==> src/hw/rtl/bsm_pkg.sv <==
// ----------------------------------------------------------------------------
// bsm_pkg: shared types and constants of the byte stack machine
// Item operation codes, status codes, opcode numbers and decode helpers.
// ----------------------------------------------------------------------------
package bsm_pkg;

	typedef enum logic [1:0] {
		OP_LOAD  = 2'd0,
		OP_START = 2'd1,
		OP_STEP  = 2'd2,
		OP_NONE  = 2'd3
	} item_op_t;

	typedef enum logic [2:0] {
		ST_IDLE    = 3'd0,
		ST_RUNNING = 3'd1,
		ST_HALTED  = 3'd2,
		ST_ILLEGAL = 3'd3,
		ST_DIVZERO = 3'd4
	} status_t;

	localparam logic [7:0] OPC_HLT     = 8'd0;
	localparam logic [7:0] OPC_ADD     = 8'd1;
	localparam logic [7:0] OPC_SUB     = 8'd2;
	localparam logic [7:0] OPC_MUL     = 8'd3;
	localparam logic [7:0] OPC_DIV     = 8'd4;
	localparam logic [7:0] OPC_MOD     = 8'd5;
	localparam logic [7:0] OPC_NEG     = 8'd6;
	localparam logic [7:0] OPC_NOT     = 8'd7;
	localparam logic [7:0] OPC_OR      = 8'd8;
	localparam logic [7:0] OPC_XOR     = 8'd9;
	localparam logic [7:0] OPC_SHL     = 8'd10;
	localparam logic [7:0] OPC_SHR     = 8'd11;
	localparam logic [7:0] OPC_EQ      = 8'd12;
	localparam logic [7:0] OPC_NEQ     = 8'd13;
	localparam logic [7:0] OPC_LT      = 8'd14;
	localparam logic [7:0] OPC_LE      = 8'd15;
	localparam logic [7:0] OPC_GT      = 8'd16;
	localparam logic [7:0] OPC_GE      = 8'd17;
	localparam logic [7:0] OPC_JMP     = 8'd18;
	localparam logic [7:0] OPC_JMPREL  = 8'd19;
	localparam logic [7:0] OPC_JMPF    = 8'd20;
	localparam logic [7:0] OPC_JMPFREL = 8'd21;
	localparam logic [7:0] OPC_JMPT    = 8'd22;
	localparam logic [7:0] OPC_JMPTREL = 8'd23;
	localparam logic [7:0] OPC_IMM     = 8'd24;
	localparam logic [7:0] OPC_INV     = 8'd25;
	localparam logic [7:0] OPC_INVREL  = 8'd26;
	localparam logic [7:0] OPC_CPY     = 8'd27;
	localparam logic [7:0] OPC_ARG     = 8'd28;
	localparam logic [7:0] OPC_REP     = 8'd29;
	localparam logic [7:0] OPC_RET     = 8'd30;

	// Binary operators that pop two operands and push one result.
	function automatic logic is_binary(input logic [7:0] opc);
		return (opc >= OPC_ADD) && (opc <= OPC_GE) && (opc != OPC_NEG) && (opc != OPC_NOT);
	endfunction

	// Opcodes that carry an operand byte.
	function automatic logic has_operand(input logic [7:0] opc);
		return (opc >= OPC_JMP) && (opc <= OPC_REP);
	endfunction

endpackage

==> src/hw/rtl/byte_stack_machine_core.sv <==
// ----------------------------------------------------------------------------
// byte_stack_machine_core: 8-bit stack machine with program and stack RAMs
// Sequencer that fetches, decodes and executes one instruction per step item.
// ----------------------------------------------------------------------------
// Usage: the input channel (in_valid/in_ready) carries op, load_address and
// load_byte. A load transfer writes one program byte, a start transfer clears
// the instruction, stack and frame pointers and begins a run, and a step
// transfer executes a single instruction while the machine runs. Every input
// transfer yields exactly one output transfer (out_valid/out_ready) carrying
// status, the value just below the stack pointer, and both pointers.
// From the accepting edge to out_valid: a load, a start or a step while not
// running only reads the top of the stack; an executed step passes through
// the opcode fetch (alone for halt and illegal opcode), the operand fetch, up
// to three stack reads in series, write back, then a top-of-stack read, RET
// being the longest. DIV and MOD also wait for the iterative divider; a zero
// divisor faults before the divider starts. The single-port program and stack
// RAMs force these steps in series; one item is processed at a time, and the
// next input transfer is taken the cycle after the result transfer.
// Reset clears the pointers, the argument count, the run flag and the status;
// the RAM contents are undefined until written. While the receiver stalls the
// result stays in the output register and a new item is taken only after
// the result transfer.
// ----------------------------------------------------------------------------
module byte_stack_machine_core #(
	parameter int PROGRAM_DEPTH = 256,
	parameter int STACK_DEPTH   = 256
) (
	input  logic        clk,
	input  logic        arst_n,
	input  logic        in_valid,
	output logic        in_ready,
	input  logic [1:0]  op,
	input  logic [7:0]  load_address,
	input  logic [7:0]  load_byte,
	output logic        out_valid,
	input  logic        out_ready,
	output logic [2:0]  status,
	output logic signed [7:0] top_value,
	output logic [7:0]  instr_pointer,
	output logic [7:0]  stack_pointer
);
	import bsm_pkg::*;

	localparam int PAW = $clog2(PROGRAM_DEPTH);
	localparam int SAW = $clog2(STACK_DEPTH);

	typedef enum logic [3:0] {
		S_IDLE, S_OPC, S_OPND, S_RD1, S_RD2, S_DIV, S_EXEC, S_RET2, S_RET3,
		S_WR2, S_TOP, S_OUT
	} state_t;

	state_t     state_q;
	logic [7:0] ip_q, sp_q, bp_q, argc_q, opc_q, opnd_q, a_q, b_q, wr2_q;
	logic       run_q;
	status_t    status_q;

	// Program RAM port.
	logic           p_we;
	logic [PAW-1:0] p_addr;
	logic [7:0]     p_rdata;
	// Stack RAM port.
	logic           s_we;
	logic [7:0]     s_addr8;
	logic [7:0]     s_wdata;
	logic [7:0]     s_rdata;

	logic       div_start, div_done;
	logic [7:0] div_quo, div_rem;

	bsm_ram #(.WIDTH(8), .DEPTH(PROGRAM_DEPTH)) u_prog (
		.clk(clk), .we(p_we), .addr(p_addr), .wdata(load_byte), .rdata(p_rdata));

	bsm_ram #(.WIDTH(8), .DEPTH(STACK_DEPTH)) u_stack (
		.clk(clk), .we(s_we), .addr(s_addr8[SAW-1:0]), .wdata(s_wdata), .rdata(s_rdata));

	bsm_div u_div (
		.clk(clk), .arst_n(arst_n), .start(div_start),
		.dividend(a_q), .divisor(b_q),
		.done(div_done), .quotient(div_quo), .remainder(div_rem));

	assign in_ready = (state_q == S_IDLE);
	wire in_xfer = in_valid && in_ready;
	wire [7:0] pc1 = ip_q + 8'd1;

	// The opcode fetch reads at ip, the operand fetch at ip+1.
	always_comb begin
		p_we   = in_xfer && (op == OP_LOAD);
		if (p_we) p_addr = load_address[PAW-1:0];
		else if (state_q == S_OPND) p_addr = pc1[PAW-1:0];
		else p_addr = ip_q[PAW-1:0];
	end

	// Binary/ALU result computed from a_q (second from top) and b_q (top).
	logic [7:0] alu_r;
	logic [15:0] prod;
	assign prod = 16'($signed(a_q) * $signed(b_q));
	always_comb begin
		unique case (opc_q)
			OPC_ADD: alu_r = a_q + b_q;
			OPC_SUB: alu_r = a_q - b_q;
			OPC_MUL: alu_r = prod[7:0];
			OPC_DIV: alu_r = div_quo;
			OPC_MOD: alu_r = div_rem;
			OPC_OR:  alu_r = a_q | b_q;
			OPC_XOR: alu_r = a_q ^ b_q;
			OPC_SHL: alu_r = (b_q >= 8'd8) ? 8'd0 : (a_q << b_q[2:0]);
			OPC_SHR: alu_r = (b_q >= 8'd8) ? {8{a_q[7]}} :
				8'($signed(a_q) >>> b_q[2:0]);
			OPC_EQ:  alu_r = {7'd0, a_q == b_q};
			OPC_NEQ: alu_r = {7'd0, a_q != b_q};
			OPC_LT:  alu_r = {7'd0, $signed(a_q) < $signed(b_q)};
			OPC_LE:  alu_r = {7'd0, $signed(a_q) <= $signed(b_q)};
			OPC_GT:  alu_r = {7'd0, $signed(a_q) > $signed(b_q)};
			OPC_GE:  alu_r = {7'd0, $signed(a_q) >= $signed(b_q)};
			default: alu_r = a_q;
		endcase
	end

	// Stack RAM port control: address and write per state.
	always_comb begin
		s_we    = 1'b0;
		s_addr8 = sp_q - 8'd1;
		s_wdata = alu_r;
		unique case (state_q)
			S_RD1: begin
				// In S_RD1 the top (or the frame entry for CPY) is being read.
				// The operand byte arrives from the program RAM in this cycle.
				if (opc_q == OPC_CPY) s_addr8 = bp_q + p_rdata;
				else s_addr8 = sp_q - 8'd1;
			end
			S_RD2: s_addr8 = (opc_q == OPC_RET) ? bp_q - 8'd1 : sp_q - 8'd2;
			S_DIV: if (opc_q == OPC_RET) s_addr8 = bp_q - 8'd2;
			S_EXEC: begin
				if (is_binary(opc_q)) begin
					s_we = 1'b1; s_addr8 = sp_q - 8'd2; s_wdata = alu_r;
				end else if (opc_q == OPC_NEG) begin
					s_we = 1'b1; s_addr8 = sp_q - 8'd1; s_wdata = 8'(-b_q);
				end else if (opc_q == OPC_NOT) begin
					s_we = 1'b1; s_addr8 = sp_q - 8'd1; s_wdata = ~b_q;
				end else if (opc_q == OPC_IMM) begin
					s_we = 1'b1; s_addr8 = sp_q; s_wdata = opnd_q;
				end else if (opc_q == OPC_CPY) begin
					s_we = 1'b1; s_addr8 = sp_q; s_wdata = b_q;
				end else if (opc_q == OPC_REP) begin
					s_we = 1'b1; s_addr8 = bp_q + opnd_q; s_wdata = b_q;
				end else if (opc_q == OPC_INV || opc_q == OPC_INVREL) begin
					s_we = 1'b1; s_addr8 = sp_q; s_wdata = bp_q;
				end
			end
			S_WR2: begin
				// The divide path passes through here only to start the divider.
				if (opc_q != OPC_DIV && opc_q != OPC_MOD) begin
					s_we = 1'b1; s_addr8 = sp_q; s_wdata = wr2_q;
				end
			end
			S_RET3: begin
				if (opc_q == OPC_RET) begin
					s_we = 1'b1; s_addr8 = bp_q - 8'd2 - argc_q; s_wdata = b_q;
				end
			end
			S_TOP: s_addr8 = sp_q - 8'd1;
			default: ;
		endcase
	end

	always_ff @(posedge clk or negedge arst_n) begin
		if (!arst_n) begin
			state_q  <= S_IDLE;
			ip_q     <= '0;
			sp_q     <= '0;
			bp_q     <= '0;
			argc_q   <= '0;
			run_q    <= 1'b0;
			status_q <= ST_IDLE;
			out_valid <= 1'b0;
		end else begin
			unique case (state_q)
				S_IDLE: begin
					if (in_xfer) begin
						priority case (op)
							OP_START: begin
								ip_q <= '0; sp_q <= '0; bp_q <= '0;
								run_q <= 1'b1; status_q <= ST_RUNNING;
								state_q <= S_TOP;
							end
							OP_STEP: state_q <= run_q ? S_OPC : S_TOP;
							default: state_q <= S_TOP;
						endcase
					end
				end
				S_OPC: begin
					// Program RAM read at ip was issued in the previous cycle.
					state_q <= S_OPND;
				end
				S_OPND: begin
					opc_q <= p_rdata;
					ip_q  <= pc1;
					if (has_operand(p_rdata)) begin
						state_q <= S_RD1; // operand read at new ip issued now
					end else if (p_rdata == OPC_HLT) begin
						run_q <= 1'b0; status_q <= ST_HALTED; state_q <= S_TOP;
					end else if (p_rdata > OPC_RET) begin
						run_q <= 1'b0; status_q <= ST_ILLEGAL; state_q <= S_TOP;
					end else begin
						state_q <= S_RD1;
					end
				end
				S_RD1: begin
					if (has_operand(opc_q)) begin
						opnd_q <= p_rdata;
						ip_q   <= pc1;
					end
					state_q <= S_RD2;
				end
				S_RD2: begin
					// Data of the first stack read arrives now.
					b_q <= s_rdata;
					if (is_binary(opc_q) || opc_q == OPC_RET) begin
						state_q <= S_DIV;
					end else begin
						state_q <= S_EXEC;
					end
				end
				S_DIV: begin
					if (opc_q == OPC_RET) begin
						a_q <= s_rdata; // saved ip
						state_q <= S_RET2;
					end else if (opc_q == OPC_DIV || opc_q == OPC_MOD) begin
						a_q <= s_rdata;
						if (b_q == 8'd0) begin
							run_q <= 1'b0; status_q <= ST_DIVZERO; state_q <= S_TOP;
						end else begin
							state_q <= S_WR2; wr2_q <= 8'hFF; // marker: divider start
						end
					end else begin
						a_q <= s_rdata;
						state_q <= S_EXEC;
					end
				end
				S_WR2: begin
					if (wr2_q == 8'hFF && (opc_q == OPC_DIV || opc_q == OPC_MOD)) begin
						wr2_q <= 8'h00;
						state_q <= S_RET3; // wait in divider
					end else begin
						sp_q <= sp_q + 8'd1;
						state_q <= S_TOP;
					end
				end
				S_RET2: begin
					// Saved bp arrives from the read issued at bp-2 in S_DIV.
					wr2_q   <= s_rdata;
					state_q <= S_RET3;
				end
				S_RET3: begin
					if (opc_q == OPC_RET) begin
						ip_q <= a_q;
						bp_q <= wr2_q;
						sp_q <= bp_q - 8'd1 - argc_q;
						state_q <= S_TOP;
					end else if (div_done) begin
						state_q <= S_EXEC;
					end
				end
				S_EXEC: begin
					state_q <= S_TOP;
					if (is_binary(opc_q)) sp_q <= sp_q - 8'd1;
					else unique case (opc_q)
						OPC_JMP:     ip_q <= opnd_q;
						OPC_JMPREL:  ip_q <= ip_q + opnd_q;
						OPC_JMPF:    begin sp_q <= sp_q - 8'd1; if (b_q == 8'd0) ip_q <= opnd_q; end
						OPC_JMPFREL: begin sp_q <= sp_q - 8'd1; if (b_q == 8'd0) ip_q <= ip_q + opnd_q; end
						OPC_JMPT:    begin sp_q <= sp_q - 8'd1; if (b_q != 8'd0) ip_q <= opnd_q; end
						OPC_JMPTREL: begin sp_q <= sp_q - 8'd1; if (b_q != 8'd0) ip_q <= ip_q + opnd_q; end
						OPC_IMM, OPC_CPY: sp_q <= sp_q + 8'd1;
						OPC_ARG:     argc_q <= opnd_q;
						OPC_REP:     sp_q <= sp_q - 8'd1;
						OPC_INV, OPC_INVREL: begin
							sp_q  <= sp_q + 8'd1;
							wr2_q <= ip_q;
							bp_q  <= sp_q + 8'd2;
							ip_q  <= (opc_q == OPC_INV) ? opnd_q : ip_q + opnd_q;
							state_q <= S_WR2;
						end
						default: ;
					endcase
				end
				S_TOP: state_q <= S_OUT;
				S_OUT: begin
					if (!out_valid) begin
						out_valid     <= 1'b1;
						status        <= status_q;
						top_value     <= (sp_q == 8'd0) ? 8'sd0 : $signed(s_rdata);
						instr_pointer <= ip_q;
						stack_pointer <= sp_q;
					end else if (out_ready) begin
						out_valid <= 1'b0;
						state_q   <= S_IDLE;
					end
				end
				default: state_q <= S_IDLE;
			endcase
		end
	end

	// The divider starts as the operands settle.
	assign div_start = (state_q == S_WR2) && (wr2_q == 8'hFF) &&
		(opc_q == OPC_DIV || opc_q == OPC_MOD);

	property p_one_result;
		@(posedge clk) disable iff (!arst_n) out_valid |-> !in_ready;
	endproperty
	a_one_result: assert property (p_one_result) else $error("item taken while result pending");

	a_stack_write_busy: assert property (@(posedge clk) disable iff (!arst_n)
		s_we |-> !in_ready) else $error("stack write while idle");

	a_halt_stops: assert property (@(posedge clk) disable iff (!arst_n)
		(status_q != ST_RUNNING && status_q != ST_IDLE) |-> !run_q)
		else $error("faulted but still running");
endmodule

==> src/hw/rtl/bsm_ram.sv <==
// ----------------------------------------------------------------------------
// bsm_ram: generic single-port synchronous RAM
// One write or one read per cycle; read data is registered.
// ----------------------------------------------------------------------------
module bsm_ram #(
	parameter int WIDTH = 8,
	parameter int DEPTH = 256
) (
	input  logic                     clk,
	input  logic                     we,
	input  logic [$clog2(DEPTH)-1:0] addr,
	input  logic [WIDTH-1:0]         wdata,
	output logic [WIDTH-1:0]         rdata
);
	logic [WIDTH-1:0] mem_q [DEPTH];

	always_ff @(posedge clk) begin
		if (we) begin
			mem_q[addr] <= wdata;
		end
		rdata <= mem_q[addr];
	end
endmodule

==> src/hw/rtl/bsm_div.sv <==
// ----------------------------------------------------------------------------
// bsm_div: signed 8-bit iterative divider
// Restoring division, one quotient bit per cycle; truncating C semantics.
// ----------------------------------------------------------------------------
module bsm_div (
	input  logic              clk,
	input  logic              arst_n,
	input  logic              start,
	input  logic signed [7:0] dividend,
	input  logic signed [7:0] divisor,
	output logic              done,
	output logic [7:0]        quotient,
	output logic [7:0]        remainder
);
	logic [7:0] quo_q;
	logic [8:0] rem_q;
	logic [7:0] dvs_q;
	logic [3:0] cnt_q;
	logic       busy_q;
	logic       qneg_q;
	logic       rneg_q;
	logic [8:0] trial;
	logic [8:0] shifted;

	assign shifted = {rem_q[7:0], quo_q[7]};
	assign trial   = shifted - {1'b0, dvs_q};

	always_ff @(posedge clk or negedge arst_n) begin
		if (!arst_n) begin
			busy_q <= 1'b0;
			cnt_q  <= '0;
			done   <= 1'b0;
		end else begin
			done <= 1'b0;
			if (start) begin
				busy_q <= 1'b1;
				cnt_q  <= 4'd8;
				quo_q  <= dividend[7] ? 8'(-dividend) : dividend;
				dvs_q  <= divisor[7] ? 8'(-divisor) : divisor;
				rem_q  <= '0;
				qneg_q <= dividend[7] ^ divisor[7];
				rneg_q <= dividend[7];
			end else if (busy_q) begin
				if (trial[8]) begin
					rem_q <= shifted;
					quo_q <= {quo_q[6:0], 1'b0};
				end else begin
					rem_q <= trial;
					quo_q <= {quo_q[6:0], 1'b1};
				end
				cnt_q <= cnt_q - 4'd1;
				if (cnt_q == 4'd1) begin
					busy_q <= 1'b0;
					done   <= 1'b1;
				end
			end
		end
	end

	assign quotient  = qneg_q ? 8'(-quo_q) : quo_q;
	assign remainder = rneg_q ? 8'(-rem_q[7:0]) : rem_q[7:0];
endmodule

==> config.mk <==
export PLATFORM = sky130hd
export DESIGN_NAME = byte_stack_machine_core
export DESIGN_NICKNAME = d
export VERILOG_FILES = /design/src/hw/rtl/bsm_pkg.sv /design/src/hw/rtl/byte_stack_machine_core.sv /design/src/hw/rtl/bsm_ram.sv /design/src/hw/rtl/bsm_div.sv
export SDC_FILE = /design/constraint.sdc
export NUM_CORES = 2
export LEC_CHECK = 0
export ABC_AREA = 1
export BUFFER_PORTS_ARGS = -buffer_cell sky130_fd_sc_hd__buf_4
export CAP_MARGIN = 15
export CORE_ASPECT_RATIO = 1.2
export CORE_MARGIN = 8
export CORE_UTILIZATION = 57
export DETAILED_ROUTE_END_ITERATION = 8
export PLACE_DENSITY = 0.75
export SYNTH_ARGS = -nofsm -noshare
export SYNTH_HDL_FRONTEND = slang
export SYNTH_SLANG_ARGS = --single-unit
==> constraint.sdc <==
create_clock -name clk -period 10.6 [get_ports clk]
set_input_delay 2.12 -clock clk [delete_from_list [all_inputs] [get_ports clk]]
set_output_delay 2.12 -clock clk [all_outputs]
set_load 0.02 [all_outputs]
### Yosys cells after proc, flatten, opt, wreduce, memory -nomap -nowiden

Memories as Yosys holds them, arrays and structs flattened. A register that Yosys moved wholly into a read port is not among the register bits.
Cells that the tools add are included.

| operators by class | value |
|---|---|
| add/sub/neg operators | 21 |
| $mul | 1 |
| magnitude comparators | 12 |
| equal/unequal tests | 74 |
| shift-type cells | 2 |
| mux-type cells | 125 |
| bitwise logic cells | 6 |
| reduce and logical (&&, ||, !) cells | 43 |

Operator list:

| operator | count |
|---|---|
| 8-bit two-way mux | 52 |
| 8-bit by 5-bit == test with 1-bit output, second input constant | 15 |
| 8-bit case mux with 15 select lines | 1 |
| 8-bit by 4-bit == test with 1-bit output, second input constant | 8 |
| 8-bit case mux with 4 select lines | 2 |
| 4-bit two-way mux | 14 |
| 8-bit case mux with 7 select lines | 1 |
| 4-bit case mux with 12 select lines | 1 |
| 8-bit case mux with 3 select lines | 2 |
| 8-bit case mux with 6 select lines | 1 |
| 8-bit negator | 5 |
| 8-bit case mux with 5 select lines | 1 |
| 8-bit adder | 4 |
| 8-bit by 3-bit == test with 1-bit output, second input constant | 4 |
| 8-bit by 3-bit inequality test with 1-bit output, second input constant | 4 |
| 1-bit two-way mux | 30 |
| 8-bit by 5-bit <= comparator with 1-bit output, second input constant | 3 |
| 8-bit zero test | 3 |
| 3-bit two-way mux | 8 |
| 2-bit inequality test, second input constant | 12 |
| 8-bit subtractor | 3 |
| 9-bit two-way mux | 2 |
| 8-bit by 1-bit adder with 8-bit output, second input constant | 2 |
| 4-bit by 3-bit == test with 1-bit output, second input constant | 4 |
| 60 further kinds | 102 |

| word-level totals | value |
|---|---|
| register bits | 141 |
| memory bits (writable) | 4096 |
| bits of input ports | 22 |
| output and inout bits | 29 |
| memories kept | 2 |

Memories:

| name | depth | width | rd ports | clocked after Yosys merged registers in | wr ports | line | text |
|---|---|---|---|---|---|---|---|
| u_prog.mem_q | 256 | 8 | 1 | 1 | 1 | bsm_ram.sv:15 | `logic [WIDTH-1:0] mem_q [DEPTH];` |
| u_stack.mem_q | 256 | 8 | 1 | 1 | 1 | bsm_ram.sv:15 |  |

### Logic depth before layout (Yosys ltp)

| logic depth | value |
|---|---|
| word-level depth | 12 |
| depth in mapped cells | 30 |

### Hierarchy

From an unflattened synthesis, not the netlist that was laid out.

| second synthesis, totals | value |
|---|---|
| cell total of the unflattened synthesis | 18056 |
| area, all modules | 183841.3 µm² |

Modules (own cells, without submodules):

| module | times used | cells an instance | area an instance (µm²) | seq. area each (µm²) |
|---|---|---|---|---|
| bsm_ram | 2 | 8021 | 84856.4 | 61659.1 |
| byte_stack_machine_core | 1 | 1697 | 11703.7 | 3037.9 |
| bsm_div | 1 | 317 | 2424.8 | 930.9 |

### Least setup slack after synthesis

No wires, ideal clock.

| timing | value |
|---|---|
| path type | reg-to-reg |
| start | register b_q[1] |
| end | memory u_stack.mem_q[0][1], data pin |
| library setup time | 1573 ps |
| arrival time | 9122 ps |
| setup slack | -95 ps |
| cell stages (with the launch flop) | 15 |
| path buffers | 2 |
| clock period less this slack | 10695 ps |
| cells stage by stage | edfxtp_1 clkbuf_1 buf_1 clkinv_1 ha_1 nand2_1 o211ai_1 a21oi_1 nand3_1 nor2_1 o21ai_0 nand3_1 nand2_1 nand3_1 a21oi_1 |

| between the ends | value |
|---|---|
| word-level cells in the longest chain between the ends | 11 |

Ends and longest elaborated chain:

| item | line | text |
|---|---|---|
| start: declaration | byte_stack_machine_core.sv:53 | `logic [7:0] ip_q, sp_q, bp_q, argc_q, opc_q, opnd_q, a_q, b_q, wr2_q;` |
| start signal: assignment | byte_stack_machine_core.sv:217 | `b_q <= s_rdata;` |
| parallel branches: the longest is 10 deep, another holds 8-bit by 8-bit multiplier with 8-bit output | n/a |  |
| 8-bit case mux with 3 select lines * | byte_stack_machine_core.sv:124 | `unique case (state_q)` |
| named net s_wdata[1] | byte_stack_machine_core.sv:64 | `logic [7:0] s_wdata;` |
| end: declaration | bsm_ram.sv:15 |  |

Mark *: on every way through the listed nets, which the timed path passes.

### Worst setup path in the final report

| timing | value |
|---|---|
| start | input port op[0] |
| end | memory u_prog.mem_q[83][3], enable pin |

| between the ends | value |
|---|---|
| word-level cells in the longest chain between the ends | 4 |

Ends and longest elaborated chain:

| item | line | text |
|---|---|---|
| start: declaration | byte_stack_machine_core.sv:32 | `input logic [1:0] op,` |
| 2-bit zero test * | byte_stack_machine_core.sv:87 | `p_we = in_xfer && (op == OP_LOAD);` |
| 1-bit logical AND * | byte_stack_machine_core.sv:87 |  |
| 1-bit two-way mux | bsm_ram.sv:18 | `if (we) begin` |
| 1-bit two-way mux (implied by the code) | bsm_ram.sv:19 | `mem_q[addr] <= wdata;` |
| end: declaration | bsm_ram.sv:15 |  |

Mark *: on every way between the ends. The rest lies on a longest branch, timed or not.

==> results.cfg <==
[synth]
number_of_enable_type_register_cells_in_the_synthesized_netlist = 4189
ys_seq_elements = 4252
combined_area_of_all_synthesized_cells_um2 = 176600
synth.top_cells.by_count = nand2_1 (5291), edfxtp_1 (4189), nor2_1 (1054)
sequential_element_share_of_the_synthesized_area_pct = 72.07
synth_cell_type_count = 60
postSynthAreaPerCell_um2 = 11.82
netlist_instances = 14940
post_synth_main_area_contributors = edfxtp_1 (71%), nand2_1 (11%), a22oi_1 (4.3%)
synth.yosys.warnings = 0
synthFlopType = edfxtp_1
syn-num-nets = 15080
async_s_r_ff_share_synth_pct = 1.105
synth_largest_type_area_fraction_pct = 71.22
synth.largest_area_cell = edfxtp_1
synth.most_common_cell = nand2_1

[global_routing]
grt_start_max_net_pins = 217
globalRouteTotalUtil_pct = 29.47
global_route.overflow_total = 0
via_count_of_the_first_global_routing_pass = 112700
first_pass_grt_wire_length_mm = 727.5
antenna_found_initial = 10

[power]
power.ir.vdd_worst_mv = 0.5251
pwr-share-seq_pct = 31.6
internal-power_mw = 35.27
cellLeakagePower_nw = 69.92
net_switching_power_mw = 29.76
proportion_of_total_power_due_to_net_switching_pct = 45.76
p_comb_share_pct = 46.7
cellPowerDensity_nw_per_um2 = 336.8
clkPwrFrac_pct = 21.6
design_power_total_mw = 65.02

[sta]
fin_crit_ns = 7.253
setup_viol = 0
timing.clock.skew_ns = 0.1204
slew_headroom_pct = -4.248
unrepaired_setup_endpoints_after_global_routing = false
setup_slack_ns = 3.347
summed_negative_setup_slack_over_all_endpoints_ns = 0
worst_pin_slew_ns = 1.564
final_hold_violation_count = 0
final.hold.worst_slack_ns = 0.4745
final.period_utilization_pct = 68.42
finalMaxSlewViolations = 73
clock.fmax_ghz = 0.1379

[finish]
post_layout_nonfiller_instances = 19110
syn_to_final_growth_pct = 9.303
drive_above_1_share_pct = 6.081
fillers = 22690
largestRegisters = u_prog.mem_q x2048, u_stack.mem_q x2048
cell_area_after_layout_um2 = 193100
utilization_after_layout_pct = 62.39
final_nets = 14840

[route]
route.antenna.remaining_nets = 0
detail_route.wirelength_mm = 498.9
drc_errors = 0
routed_wire_length_per_instance_um = 26.11
route.vias.total = 118600
detailedRoute.firstIterationViolations = 16570
vias_per_cell = 6.209
drt_first_pass_iters = 8

[cts]
cts-buffers-inserted = 399
clk_transition_reported_paths_ns = 0.07
clock_latency_ns = 0.98
cts-resized-gates = 0
clock_sink_count = 4252
htreeDepth = 5
holdBufCountCts = 0
cts_tree = done
ctsLongestPathBuffers = 4
post_cts_repair_timing_setup_buffer_count = 0
cts_root_buf = clkbuf_16

[critical_path]
critical_path_required_ns = 11.09
setup_crit_start = op[0]
setup.worst_path.start_class = input port
reg2reg_setup_slack_ns = 3.41
crit_type = in -> reg
slowest_stage = nor2_1
worst_path_largest_cell_delay_ns = 0.97
worstRegToRegCells = 26
cp.arrival_ns = 7.75
crit_path_cell_trace = buf_4, nor3b_1, nand2_1, o21ai_1, nand2_4, inv_2, nand2_2, nor2_1
end_kind = flip-flop
crit-reg2reg-launch = b_q[2]$_DFFE_PP_
crit_path_max_fanout = 51

[place]
place_area_um2 = 180300
dpl.cell_count = 18370
globalplace.congestion = 0.9596
placement.io_buffers = 50
dp.final_hpwl_mm = 292.7
dpl_worst_slack_ns = 2.646

[floorplanning]
die_width_um = 524.2
core_area_um2 = 309400
die_footprint_um2 = 328000
top_level_ports = 51
initial_utilization_pct = 57.08
std_cell_rows = 224
die_height_um = 625.8

[hold_path]
hold_path_startpoint = status_q[2]$_DFFE_PN0P_
whs_path_depth = 0
worstHoldPathType = reg -> reg

[status]
failing_checks = max-slew violations
outcome = finished with violations

[run]
max_cap_viol_count = 0
## per-layer routing
layer / global-route usage [%] / up-vias / part of all wire [%]
li1: - / 52300 / -
met1: 39.00 / 57410 / 36
met2: 46.75 / 7479 / 46
met3: 5.464 / 1440 / 11
met4: 15.80 / 8 / 6.4
met5: 0 / - / 0.0096
## cell usage in the layout, fill, tap and decap left out, types with 33 or more instances in the layout
| cell type | n |
|---|---|
| a21oi_1 | 403 |
| clkinv_2 | 71 |
| clkbuf_1 | 83 |
| nor2_1 | 1048 |
| dfrtp_1 | 47 |
| nand4_1 | 186 |
| edfxtp_1 | 4189 |
| buf_4 | 170 |
| clkinv_1 | 108 |
| nand3_1 | 637 |
| o31ai_1 | 35 |
| xor2_1 | 63 |
| bufinv_16 | 33 |
| nand2_2 | 38 |
| o21ai_1 | 41 |
| o21ai_0 | 214 |
| nor3_1 | 86 |
| inv_1 | 340 |
| a22oi_1 | 1021 |
| o22ai_1 | 50 |
| ha_1 | 102 |
| clkbuf_16 | 405 |
| or2_2 | 33 |
| nand2_1 | 5266 |
| o211ai_1 | 33 |
## worst max-delay path: cells and delay by family
kind                   cells  cell delay (ns)
AND/OR/NAND/NOR            5             3.57
buffers and inverters      2             1.05
AO/OA/AOI/OAI              1             0.91
## power groups by stage
stage          Clock, mW  Sequential, mW  Combinational (mW)
4_1_cts             14.1            20.5                29.7
2_1_floorplan          0            21.3                18.8
5_1_grt             14.8            20.5                32.5
3_5_place_dp           0            20.9                29.5
3_3_place_gp           0            20.9                29.1
6_report            14.1            20.6                30.4
## final cells by class
class / instances / area (um2) / area share [%]
multi-input combinational: 9448 / 44460 / 23.03
clock buffer: 499 / 10600 / 5.489
tap: 4068 / 5090 / 2.636
antenna: 6 / 15.01 / 0.007777
inverter: 390 / 1506 / 0.7803
clock inverter: 234 / 2113 / 1.095
sequential: 4252 / 127300 / 65.93
timing repair buffer: 208 / 1987 / 1.029
## final timing paths
| check | endpoint |
|---|---|
| min in group asynchronous | out_valid$_DFFE_PN0N_ |
| min reg2reg | status[2]$_DFFE_PP_ |
| max reg2reg | u_stack.mem_q[125][6]$_DFFE_PP_ |
| min | status[2]$_DFFE_PP_ |
| max | u_prog.mem_q[83][3]$_DFFE_PP_ |
| max in group asynchronous | bp_q[4]$_DFFE_PN0P_ |
## logic make-up after synthesis
group	count (synthesis)	share of synthesized area, %
fa+ha+maj	122	0.9492
mux	1	0.005667
compound gates	1890	7.099
simple gates	7354	16.57
xor+xnor	81	0.4017
flops	4252	72.07
buf+inv	1237	2.910
(Power assumes the default switching activity.)
